$ cat src/hw/rtl/range_letter_parity_query_assert.svh
// Assertion macros shared by the range letter parity query RTL.
// Depends on nothing; included inside module bodies.
`ifndef RANGE_LETTER_PARITY_QUERY_ASSERT_SVH
`define RANGE_LETTER_PARITY_QUERY_ASSERT_SVH

// Same-cycle implication, disabled while reset is asserted.
`define RLPQ_ASSERT_IMPL(label, clk, rst_n, ante, cons) \
    label: assert property (@(posedge clk) disable iff (!rst_n) (ante) |-> (cons)) \
        else $error("rlpq assertion failed");

// Next-cycle implication, disabled while reset is asserted.
`define RLPQ_ASSERT_NEXT(label, clk, rst_n, ante, cons) \
    label: assert property (@(posedge clk) disable iff (!rst_n) (ante) |=> (cons)) \
        else $error("rlpq assertion failed");

`endif

$ cat src/hw/rtl/rlpq_pkg.sv
// Shared types, constants and helpers for the range letter parity query block.
// Depends on nothing.
package rlpq_pkg;

    localparam int unsigned LETTERS  = 26;
    localparam int unsigned LETTER_W = 5;
    localparam int unsigned POS_W    = 13;
    localparam int unsigned CNT_W    = 5;

    localparam logic OP_LOAD  = 1'b0;
    localparam logic OP_QUERY = 1'b1;

    typedef logic [LETTERS-1:0] t_vec;
    typedef logic [CNT_W-1:0]   t_cnt;

    typedef enum logic {
        ST_IDLE,
        ST_CALC
    } t_state;

    // controller -> datapath
    typedef struct packed {
        logic load_we;    // load beat accepted
        logic query_cap;  // query beat accepted: check range, read store
        logic out_load;   // write result register
    } t_dp_cmd;

    function automatic t_cnt popcount_vec(input t_vec v);
        t_cnt n;
        n = '0;
        for (int i = 0; i < LETTERS; i++) begin
            n = n + t_cnt'(v[i]);
        end
        return n;
    endfunction

endpackage

$ cat src/hw/rtl/rlpq_ctrl.sv
// Controller FSM for the range letter parity query block.
// Depends on rlpq_pkg and range_letter_parity_query_assert.svh.
module rlpq_ctrl (
    input  logic             i_clk,
    input  logic             i_rst_n,
    input  logic             i_valid,
    input  logic             i_opcode,
    output logic             o_ready,
    output logic             o_valid,
    input  logic             i_ready,
    output rlpq_pkg::t_dp_cmd o_cmd
);
    import rlpq_pkg::*;
    `include "range_letter_parity_query_assert.svh"

    t_state  r_state, n_state;
    logic    r_out_valid, n_out_valid;
    t_dp_cmd cmd;

    always_ff @(posedge i_clk) begin
        if (!i_rst_n) begin
            r_state     <= ST_IDLE;
            r_out_valid <= 1'b0;
        end else begin
            r_state     <= n_state;
            r_out_valid <= n_out_valid;
        end
    end

    always_comb begin
        n_state = r_state;
        cmd     = '0;
        o_ready = 1'b0;
        case (r_state)
            ST_IDLE: begin
                o_ready = 1'b1;
                if (i_valid) begin
                    if (i_opcode == OP_QUERY) begin
                        cmd.query_cap = 1'b1;
                        n_state       = ST_CALC;
                    end else begin
                        cmd.load_we = 1'b1;
                    end
                end
            end
            ST_CALC: begin
                // wait while the previous result is still unclaimed
                if (!r_out_valid || i_ready) begin
                    cmd.out_load = 1'b1;
                    n_state      = ST_IDLE;
                end
            end
            default: begin
                n_state = ST_IDLE;
            end
        endcase
    end

    always_comb begin
        if (cmd.out_load) begin
            n_out_valid = 1'b1;
        end else if (i_ready) begin
            n_out_valid = 1'b0;
        end else begin
            n_out_valid = r_out_valid;
        end
    end

    assign o_valid = r_out_valid;
    assign o_cmd   = cmd;

    `RLPQ_ASSERT_NEXT(a_query_to_calc, i_clk, i_rst_n, cmd.query_cap, r_state == ST_CALC)
    `RLPQ_ASSERT_NEXT(a_load_stays_idle, i_clk, i_rst_n, cmd.load_we, r_state == ST_IDLE)
    `RLPQ_ASSERT_NEXT(a_result_posted, i_clk, i_rst_n, cmd.out_load, r_out_valid)
    `RLPQ_ASSERT_IMPL(a_no_overwrite, i_clk, i_rst_n, r_out_valid && !i_ready, !cmd.out_load)

endmodule

$ cat config.mk
export PLATFORM = sky130hd
export DESIGN_NAME = rlpq_ctrl
export DESIGN_NICKNAME = d
export VERILOG_FILES = /design/src/hw/rtl/rlpq_pkg.sv /design/src/hw/rtl/rlpq_ctrl.sv
export VERILOG_INCLUDE_DIRS = /design/src /design/src/hw/rtl
export SDC_FILE = /design/constraint.sdc
export NUM_CORES = 1
export LEC_CHECK = 0
export ABC_AREA = 1
export BUFFER_PORTS_ARGS = -buffer_cell sky130_fd_sc_hd__buf_2
export CORE_AREA = 5 5 42 44
export CTS_CLUSTER_DIAMETER = 50
export DETAILED_ROUTE_END_ITERATION = 7
export DIE_AREA = 0 0 47 49
export PLACE_DENSITY_LB_ADDON = 0.08
export SLEW_MARGIN = 5
export SYNTH_ARGS = -nofsm -noshare
export SYNTH_HDL_FRONTEND = slang
export SYNTH_SLANG_ARGS = --single-unit
$ cat constraint.sdc
create_clock -name i_clk -period 1.5 [get_ports i_clk]
set_clock_uncertainty 0.05 [all_clocks]
set_input_delay 0.15 -clock i_clk [delete_from_list [all_inputs] [get_ports i_clk]]
set_output_delay 0.15 -clock i_clk [all_outputs]
set_load 0.05 [all_outputs]
==> qor.txt, run 1 <==
number of synthesized flops with an enable pin = 0
syn nets = 20
CTS tree = built
clock root buffer = clkbuf_4
vias per inst = 3.02
sequential element share of the synthesized area = 37.2%
Comb pwr share = 20.7%
Max transition margin = 83.0%
Fin Setup TNS = 0 ps
Initial Util = 7.68%
DRT antenna net count = 0
R2R depth = 2
Cell Count Post-Placement = 39
post-synth design cell area = 108 um2
#FFs+latches synth = 2
WS Path Type = flop to output port
Flop pwr share = 26.2%
All-Layer GR Usage = 3.87%
worst path bufs/invs = 2
busiest grt layer = met3
antenna violations before repair = 0
clock power share = 53.1%
area delta synth->final = 74.4%
Yosys warning count = 0
switching pwr = 0.0641 mW
Max Cap Viol = 0
Avg Cell Area, Syn = 7.17 um2
num rows = 14
VDD IR max = 0.490 mV
Worst path slowest cell = dfxtp_1
final setup vio count = 0
Worst-path clk slew = 30 ps
drt wl/cell = 7.57 um
I/O Buffers = 9
core area = 0.00140 mm2
global-route met2 utilization = 4.30%
CTS hold repair buffers = 0
CP delay by family, top = buffers and inverters
CP Data Arrival Time = 1010 ps
Main synth FF type = dfxtp_1
clock latency at the later pin of the worst-skew pair = 220 ps
Final Non-Filler Cells = 42
first-pass GRT wire length = 524 um
H-tree Lvls = 1
Hold Path Class = primary input to flop
synthesized instance count = 15
initial detailed-routing violation count = 10
TritonRoute pass-1 iters = 4
pre-CTS WS = 518 ps
status = finished, final reports clean
required time worst endpoint = 1300 ps
Final Hold Viols = 0
Max Transition Viols Final = 0
startpoint types = flop
hold depth = 3
CTS Buf Count = 3
met3 Usage GRT = 5.54%
ANT cells = 0
Remaining Overflow, GRT = 0
largest fanout on the critical path = 5
Ports = 10
Sink Count = 2
Die Footprint = 0.00230 mm2
most area-consuming cells after synthesis = dfxtp_1 37%, inv_1 10%, a21oi_1 9.3%
CTS max path bufs = 2
Largest stage delay, worst path = 330 ps
post-CTS sizing = 0
worst-margin pin slew = 257 ps
total power = 0.220 mW
Post-synth top cells = 3 x inv_1, 2 x a21oi_1, 2 x dfxtp_1, 2 x nand2_1
DRC viols = 0
Crit. End Element = output port
share of layout cells above drive strength 1 = 57.7%
RSZ-0062 raised after global routing = false
synth unique cells = 10
switching share of power = 29.2%
vias in the first global route = 128
routability cong. = 0.705
Peak Freq = 0.824 GHz
leading area contributor after synthesis = dfxtp_1
async set or reset register ratio after synthesis = 0%
via count = 127
internal power = 0.156 mW
Worst Slack Setup Final = 287 ps
Die X = 47 um
minimum clock period = 1210 ps
Yosys top cell area share = 37.2%
Final period util = 80.9%
final wirelength = 318 um
nets = 33
die height = 49 um
leak pwr = 0.104 nW
Pwr Density = 1170 mW/mm2
Worst path depth = 3
Post-CTS Setup Bufs = 0
largest net degree at the start of global routing = 6
most common cell in the synthesized netlist = inv_1
layout filler cell count = 176
GR Util met1 = 3.28%
CP Cell Sequence = inv_2 > a21oi_1 > buf_2
-- area by class of cell --
cell class	count	area, um2	area share (%)
multi-input combinational	8	45.0	24.0
timing repair buffer	9	45.0	24.0
sequential	2	40.0	21.3
clock buffer	3	22.5	12.0
tap	16	20.0	10.7
inverter	4	15.0	8.00
-- placed cells by master (no fill, tap or decap) --
cell	count
buf_2	9
inv_1	3
clkbuf_4	3
a21oi_1	2
nand2_1	2
dfxtp_1	2
inv_2	1
nor2_1	1
nand3_2	1
nand3_1	1
a21oi_2	1
-- metrics by stage --
| step | hold WS [ps] | util [%] | instance area (um2) |
|---|---|---|---|
| global placement | 360 | 11.8 | 165 |
| finish | 139 | 13.4 | 188 |
| CTS | 135 | 13.4 | 188 |
| floorplan | 240 | - | 108 |
| global route | 149 | 13.4 | 188 |
| detailed placement | 365 | 11.8 | 165 |
-- worst min-delay path: stages --
cell and delay, ps:
buf_2 70, inv_1 50, a21oi_2 100
-- cell families after synthesis --
| kind of cell | share of synthesized area, % |
|---|---|
| DFF | 37.2 |
| and+or+nand+nor | 24.4 |
| AOI/OAI and AO/OA | 17.4 |
| buffers and inverters | 20.9 |
-- worst paths after layout --
check	startpoint	endpoint	slack [ps]
hold reg to reg	o_valid	o_valid	440
setup / recovery	r_state	o_cmd[0]	290
setup reg to reg	o_valid	r_state	770
hold / removal	i_rst_n	r_state	140
-- metal layers --
metal | up-vias | part of all wire [%]
li1 | 67 | -
met1 | 53 | 39
met2 | 7 | 42
met3 | 0 | 19
met4 | 0 | 0
met5 | - | 0
-- power groups by stage --
stage / clock, mW / sequential (mW) / combinational, mW
floorplan: 0 / 0.0616 / 0.0302
finish: 0.117 / 0.0576 / 0.0454
global route: 0.137 / 0.0578 / 0.0484
global placement: 0 / 0.0583 / 0.0463
CTS: 0.123 / 0.0576 / 0.0461
detailed placement: 0 / 0.0582 / 0.0460
-- flip-flops by register name, summed over array words and instances, names as in the netlist --
name	flops
r_state	1
o_valid	1
No activity file was read; power rests on OpenSTA's default activity.
==> run 2: changes to the inputs <==
Settings changed: ABC_AREA 1 to 0.
Clock period 1.5 ns to 1.1 ns, I/O delays scaled along.
==> run 2 against run 1 <==
Utilization rose by 5.3 points; combinational power is 100% higher; area after synthesis increased by 15%; non-clock buffer count rose by 2; final cell count is the same; total power rose by 52%; first-iteration DRC count decreased by 100%; setup slack got worse by 280 ps; wire length rose by 13%; clock-buffer cell count did not move; register-to-register slack got worse by 550 ps; synthesized cell count decreased by 13%; largest cell class unchanged.
==> qor.txt, run 2 <==
status = finished, final reports clean (unchanged)
DRT antenna net count = 0 (unchanged)
leading area contributor after synthesis = dfxtp_1 (unchanged)
Worst-path clk slew = 30 ps (about the same)
Final Hold Viols = 0 (unchanged)
largest net degree at the start of global routing = 5 (was 6)
post-synth design cell area = 124 um2 (was 108 um2)
ANT cells = 0 (unchanged)
Post-synth top cells = 2 x dfxtp_1, 2 x nand2_1, 2 x nand2b_4 (was 3 x inv_1, 2 x a21oi_1, 2 x dfxtp_1, 2 x nand2_1)
Reg2Reg Setup Slack = 220 ps (was 770 ps)
drt wl/cell = 8.57 um (was 7.57 um)
WS Path Type = flop to output port (unchanged)
async set or reset register ratio after synthesis = 0% (unchanged)
clock power share = 48.5% (was 53.1%)
leak pwr = 0.117 nW (was 0.104 nW)
detailed placement HPWL = 270 um
synth unique cells = 10 (unchanged)
startpoint types = flop (unchanged)
I/O Buffers = 9 (unchanged)
Max Transition Viols Final = 0 (unchanged)
CP Data Arrival Time = 940 ps (was 1010 ps)
Pwr Density = 1280 mW/mm2 (was 1170 mW/mm2)
routability cong. = 0.620 (was 0.705)
Final period util = 99.8%
Die X = 47 um (unchanged)
sequential element share of the synthesized area = 32.3% (was 37.2%)
Sink Count = 2 (unchanged)
pre-CTS WS = 109 ps (was 518 ps)
CTS Buf Count = 3 (unchanged)
core area = 0.00140 mm2 (unchanged)
worst path bufs/invs = 1 (was 2)
most common cell after layout, fill and taps aside = buf_2 (unchanged)
internal power = 0.237 mW (was 0.156 mW)
switching pwr = 0.0967 mW (was 0.0641 mW)
die height = 49 um (unchanged)
final wirelength = 360 um (was 318 um)
syn nets = 18 (was 20)
CP Cell Sequence = nand2b_4 > nor2_4 > buf_6 (was inv_2 > a21oi_1 > buf_2)
antenna violations before repair = 0 (unchanged)
All-Layer GR Usage = 3.52% (was 3.87%)
most area-consuming cells after synthesis = dfxtp_1 32%, nand2b_4 22%, o22ai_2 10% (was dfxtp_1 37%, inv_1 10%, a21oi_1 9.3%)
CTS hold repair buffers = 0 (unchanged)
CP delay by family, top = flip-flops (was buffers and inverters)
CTS max path bufs = 2 (unchanged)
Yosys top cell area share = 32.3% (was 37.2%)
Remaining Overflow, GRT = 0 (unchanged)
DRC viols = 0 (unchanged)
vias per inst = 3.29 (was 3.02)
Hold Path Class = primary input to flop (unchanged)
Ports = 10 (unchanged)
switching share of power = 29.0% (was 29.2%)
VDD IR max = 0.305 mV (was 0.490 mV)
clock latency at the later pin of the worst-skew pair = 220 ps (about the same)
final setup vio count = 0 (unchanged)
TritonRoute pass-1 iters = 1 (was 4)
largest fanout on the critical path = 4 (was 5)
Avg Cell Area, Syn = 9.53 um2 (was 7.17 um2)
clock root buffer = clkbuf_4 (unchanged)
synthesized instance count = 13 (was 15)
Initial Util = 8.84% (was 7.68%)
Largest stage delay, worst path = 320 ps (was 330 ps)
Die Footprint = 0.00230 mm2 (unchanged)
area delta synth->final = 111% (was 74.4%)
Crit. End Element = output port (unchanged)
share of layout cells above drive strength 1 = 88.5% (was 57.7%)
Peak Freq = 0.911 GHz
Comb pwr share = 27.5% (was 20.7%)
Max Cap Viol = 0 (unchanged)
Yosys warning count = 0 (unchanged)
minimum clock period = 1100 ps
most frequent cells in the layout = 6 x buf_2, 3 x clkbuf_4 (was 9 x buf_2, 3 x inv_1, 3 x clkbuf_4)
worst-margin pin slew = 251 ps (was 257 ps)
Worst path slowest cell = dfxtp_2 (was dfxtp_1)
initial detailed-routing violation count = 0 (was 10)
Flop pwr share = 23.9% (was 26.2%)
Main synth FF type = dfxtp_1 (unchanged)
H-tree Lvls = 1 (unchanged)
via count = 138 (was 127)
vias in the first global route = 139 (was 128)
#FFs+latches synth = 2 (unchanged)
CTS tree = built (unchanged)
num rows = 14 (unchanged)
RSZ-0062 raised after global routing = true (was false)
Fin Setup TNS = 0 ps (unchanged)
Max transition margin = 83.4% (was 83.0%)
Worst Slack Setup Final = 2.47 ps (was 287 ps)
required time worst endpoint = 940 ps (was 1300 ps)
nets = 33 (unchanged)
first-pass GRT wire length = 510 um (was 524 um)
number of synthesized flops with an enable pin = 0 (unchanged)
-- run 2: cell count changes in the layout (fill, tap and decap cells not counted), moves of 2 or more --
cell / delta
nand2b_4: +2
a21oi_1: -2
buf_2: -3
dfxtp_1: -2
buf_8: +2
buf_4: +2
inv_1: -3
dfxtp_2: +2
-- run 2: path summary, 6_finish.rpt --
kind                               from  endpoint  depth (start not counted)
worst max-delay path            r_state  o_cmd[2]                          3
worst min-delay path            i_rst_n   o_valid                          2
worst max register to register  r_state   r_state                          3
worst min register to register  o_valid   o_valid                          2
-- run 2: repair_timing --
| item | 4_1_cts | 5_1_grt |
|---|---|---|
| pin swaps | 1 | 1 |
| setup endpoints to repair | 3 | 3 |
| resized for setup | 12 | 1 |
| setup buffers | 0 | 2 |
-- run 2: power groups by stage --
stage	registers (mW)	clock network, mW	logic (mW)
final	0.0799	0.162	0.0919
after floorplan	0.0849	0	0.0472
after global routing	0.0804	0.188	0.0965
after detailed placement	0.0802	0	0.0702
after CTS	0.0799	0.176	0.0849
after global placement	0.0803	0	0.0703
-- run 2: cells by family (layout without fill, tap and decap cells) --
logic type             Yosys count  count (layout)  synth area share (%)
AND/OR/NAND/NOR                  7               7                  42.4
AO/OA/AOI/OAI                    2               2                  16.2
buffers and inverters            2              15                  9.09
flip-flops                       2               2                  32.3
-- run 2: layer usage --
layer / global-route usage, % / vias to the layer above / share of wire [%]
met5: 0 / - / 0
met4: 5.53 / 0 / 4.7
met3: 1.48 / 2 / 16
met2: 4.75 / 8 / 47
met1: 2.84 / 60 / 32
li1: - / 68 / -
-- run 2: stage by stage --
stage	power [mW]	cell area (um2)	instances	hold slack (ps)	utilization, %
2_1_floorplan	0.132	129	13	211	-
3_3_place_gp	0.151	186	37	354	13.3
3_5_place_dp	0.150	186	37	344	13.3
4_1_cts	0.341	241	40	104	17.2
5_1_grt	0.365	262	42	122	18.7
6_report	0.334	262	42	112	18.7
-- run 2: area by class of cell --
cell class                 count  area, um2
clock buffer                   3       22.5
fill                         171       1140
inverter                       1       3.75
multi-input combinational      9       86.3
sequential                     2       42.5
tap                           16       20.0
timing repair buffer          11       86.3
==> run 3: changes to the inputs <==
Settings changed: REMOVE_ABC_BUFFERS from default to 1.
==> run 3 against run 2 <==
Fmax increased by 0.82%; sequential share of layout area unchanged; global-route usage increased by 0.35 points; utilization unchanged; critical path type unchanged.
==> qor.txt, run 3 (synthesis results as in run 2) <==
die height = 49 um (unchanged)
core area = 0.00140 mm2 (unchanged)
M1 WL = 133 um (was 116 um)
largest fanout on the critical path = 4 (unchanged)
largest net degree at the start of global routing = 5 (unchanged)
reg2reg end = r_state (unchanged)
detailed placement HPWL = 271 um (was 270 um)
WS Path Type = flop to output port (unchanged)
CTS tree = built (unchanged)
Crit. End Element = output port (unchanged)
clock latency at the later pin of the worst-skew pair = 220 ps (about the same)
worst-margin pin slew = 249 ps (was 251 ps)
most common cell after layout, fill and taps aside = buf_2 (unchanged)
minimum clock period = 1090 ps (was 1100 ps)
WL met2 = 161 um (was 170 um)
CP delay by family, top = flip-flops (unchanged)
final setup vio count = 0 (unchanged)
most frequent cells in the layout = 6 x buf_2, 3 x clkbuf_4 (unchanged)
CP Data Arrival Time = 930 ps (was 940 ps)
Die Footprint = 0.00230 mm2 (unchanged)
Peak Freq = 0.919 GHz (was 0.911 GHz)
Cell Count Post-Placement = 37 (unchanged)
antenna violations before repair = 0 (unchanged)
R2R depth = 3 (unchanged)
status = finished, final reports clean (unchanged)
crit path from = r_state (unchanged)
initial detailed-routing violation count = 0 (unchanged)
required time worst endpoint = 940 ps (about the same)
Max Cap Viol = 0 (unchanged)
uppermost layer routed = met3 (was met4)
Worst path slowest cell = dfxtp_2 (unchanged)
I/O Buffers = 9 (unchanged)
total power = 0.333 mW (was 0.334 mW)
final wirelength = 353 um (was 360 um)
All-Layer GR Usage = 3.87% (was 3.52%)
clock root buffer = clkbuf_4 (unchanged)
share of layout cells above drive strength 1 = 88.5% (unchanged)
DRT antenna net count = 0 (unchanged)
Sink Count = 2 (unchanged)
via count = 130 (was 138)
DRC viols = 0 (unchanged)
Initial Util = 8.84% (unchanged)
pre-CTS WS = 122 ps (was 109 ps)
Final Non-Filler Cells = 42 (unchanged)
Max transition margin = 83.5% (was 83.4%)
Hold Path Class = primary input to flop (unchanged)
Worst Slack Setup Final = 11.4 ps (was 2.47 ps)
Worst path depth = 3 (unchanged)
area delta synth->final = 111% (unchanged)
Ports = 10 (unchanged)
CTS max path bufs = 2 (unchanged)
Final period util = 99.0% (was 99.8%)
Worst-path clk slew = 30 ps (about the same)
num rows = 14 (unchanged)
leak pwr = 0.117 nW (unchanged)
crit path to = o_cmd[2] (unchanged)
Max Transition Viols Final = 0 (unchanged)
VDD IR max = 0.451 mV (was 0.305 mV)
Final Hold Viols = 0 (unchanged)
CTS Buf Count = 3 (unchanged)
reg-to-reg startpoint = r_state (unchanged)
CP Cell Sequence = nand2b_4 > nor2_4 > buf_6 (unchanged)
routability cong. = 0.620 (about the same)
H-tree Lvls = 1 (unchanged)
Die X = 47 um (unchanged)
first-pass GRT wire length = 545 um (was 510 um)
Pwr Density = 1270 mW/mm2 (was 1280 mW/mm2)
ANT cells = 0 (unchanged)
vias in the first global route = 141 (was 139)
vias per inst = 3.10 (was 3.29)
Largest stage delay, worst path = 320 ps (about the same)
startpoint types = flop (unchanged)
met3 WL post-DR = 57 um (was 56 um)
RSZ-0062 raised after global routing = true (unchanged)
drt wl/cell = 8.40 um (was 8.57 um)
hold slack = 128 ps (was 112 ps)
Remaining Overflow, GRT = 0 (unchanged)
TritonRoute pass-1 iters = 1 (unchanged)
nets = 33 (unchanged)
Reg2Reg Setup Slack = 220 ps (about the same)
worst path bufs/invs = 1 (unchanged)
run 3: cell counts in the layout (fill, tap and decap cells not counted):
No cell type changed its count.
run 3: per-layer routing:
metal	vias up	global-route usage, %
met2	7	3.85
met3	0	1.11
met5	-	0
met1	55	4.38
met4	0	6.91
li1	68	-
run 3: power breakdown:
group / internal (mW) / switching (mW) / leakage, nW
logic: 0.0399 / 0.0517 / 0.0858
registers: 0.0769 / 0.00308 / 0.0172
clock network: 0.120 / 0.0412 / 0.0138
total: 0.237 / 0.0960 / 0.117
run 3: final cells by class:
cell class / count / area (um2)
Inverter: 1 / 3.75
Clock buffer: 3 / 22.5
Tap cell: 16 / 20.0
Timing Repair Buffer: 11 / 86.3
Sequential cell: 2 / 42.5
Multi-Input combinational cell: 9 / 86.3
Fill cell: 168 / 1140
run 3: through the flow:
stage,setup TNS [ps],util [%],area (um2)
6_report,0,18.7,262
5_1_grt,-40.8,18.7,262
4_1_cts,-7.74,18.1,254
3_5_place_dp,0,12.9,181
3_3_place_gp,0,12.9,181
2_1_floorplan,-488,-,116
run 3: how the worst min path moves through the flow:
stage / start / to / slack (ps) / cells past startpoint
after floorplan: i_rst_n / o_valid / 220 / 1
after global placement: i_rst_n / o_valid / 360 / 2
after detailed placement: i_rst_n / o_valid / 360 / 2
after CTS: i_rst_n / o_valid / 110 / 2
after global routing: i_rst_n / o_valid / 130 / 2
final: i_rst_n / o_valid / 130 / 2
run 3: repair_timing:
action	CTS	global route
gates resized for setup	15	0
pin swaps	1	1
hold buffers	0	0
buffers inserted	1	1
endpoints found under the setup margin	3	3
run 3: worst reg2reg max path, stage by stage, from the launching register on:
cell and delay [ps]:
dfxtp_2 320, nand2b_4 150, buf_4 130, o22ai_2 140
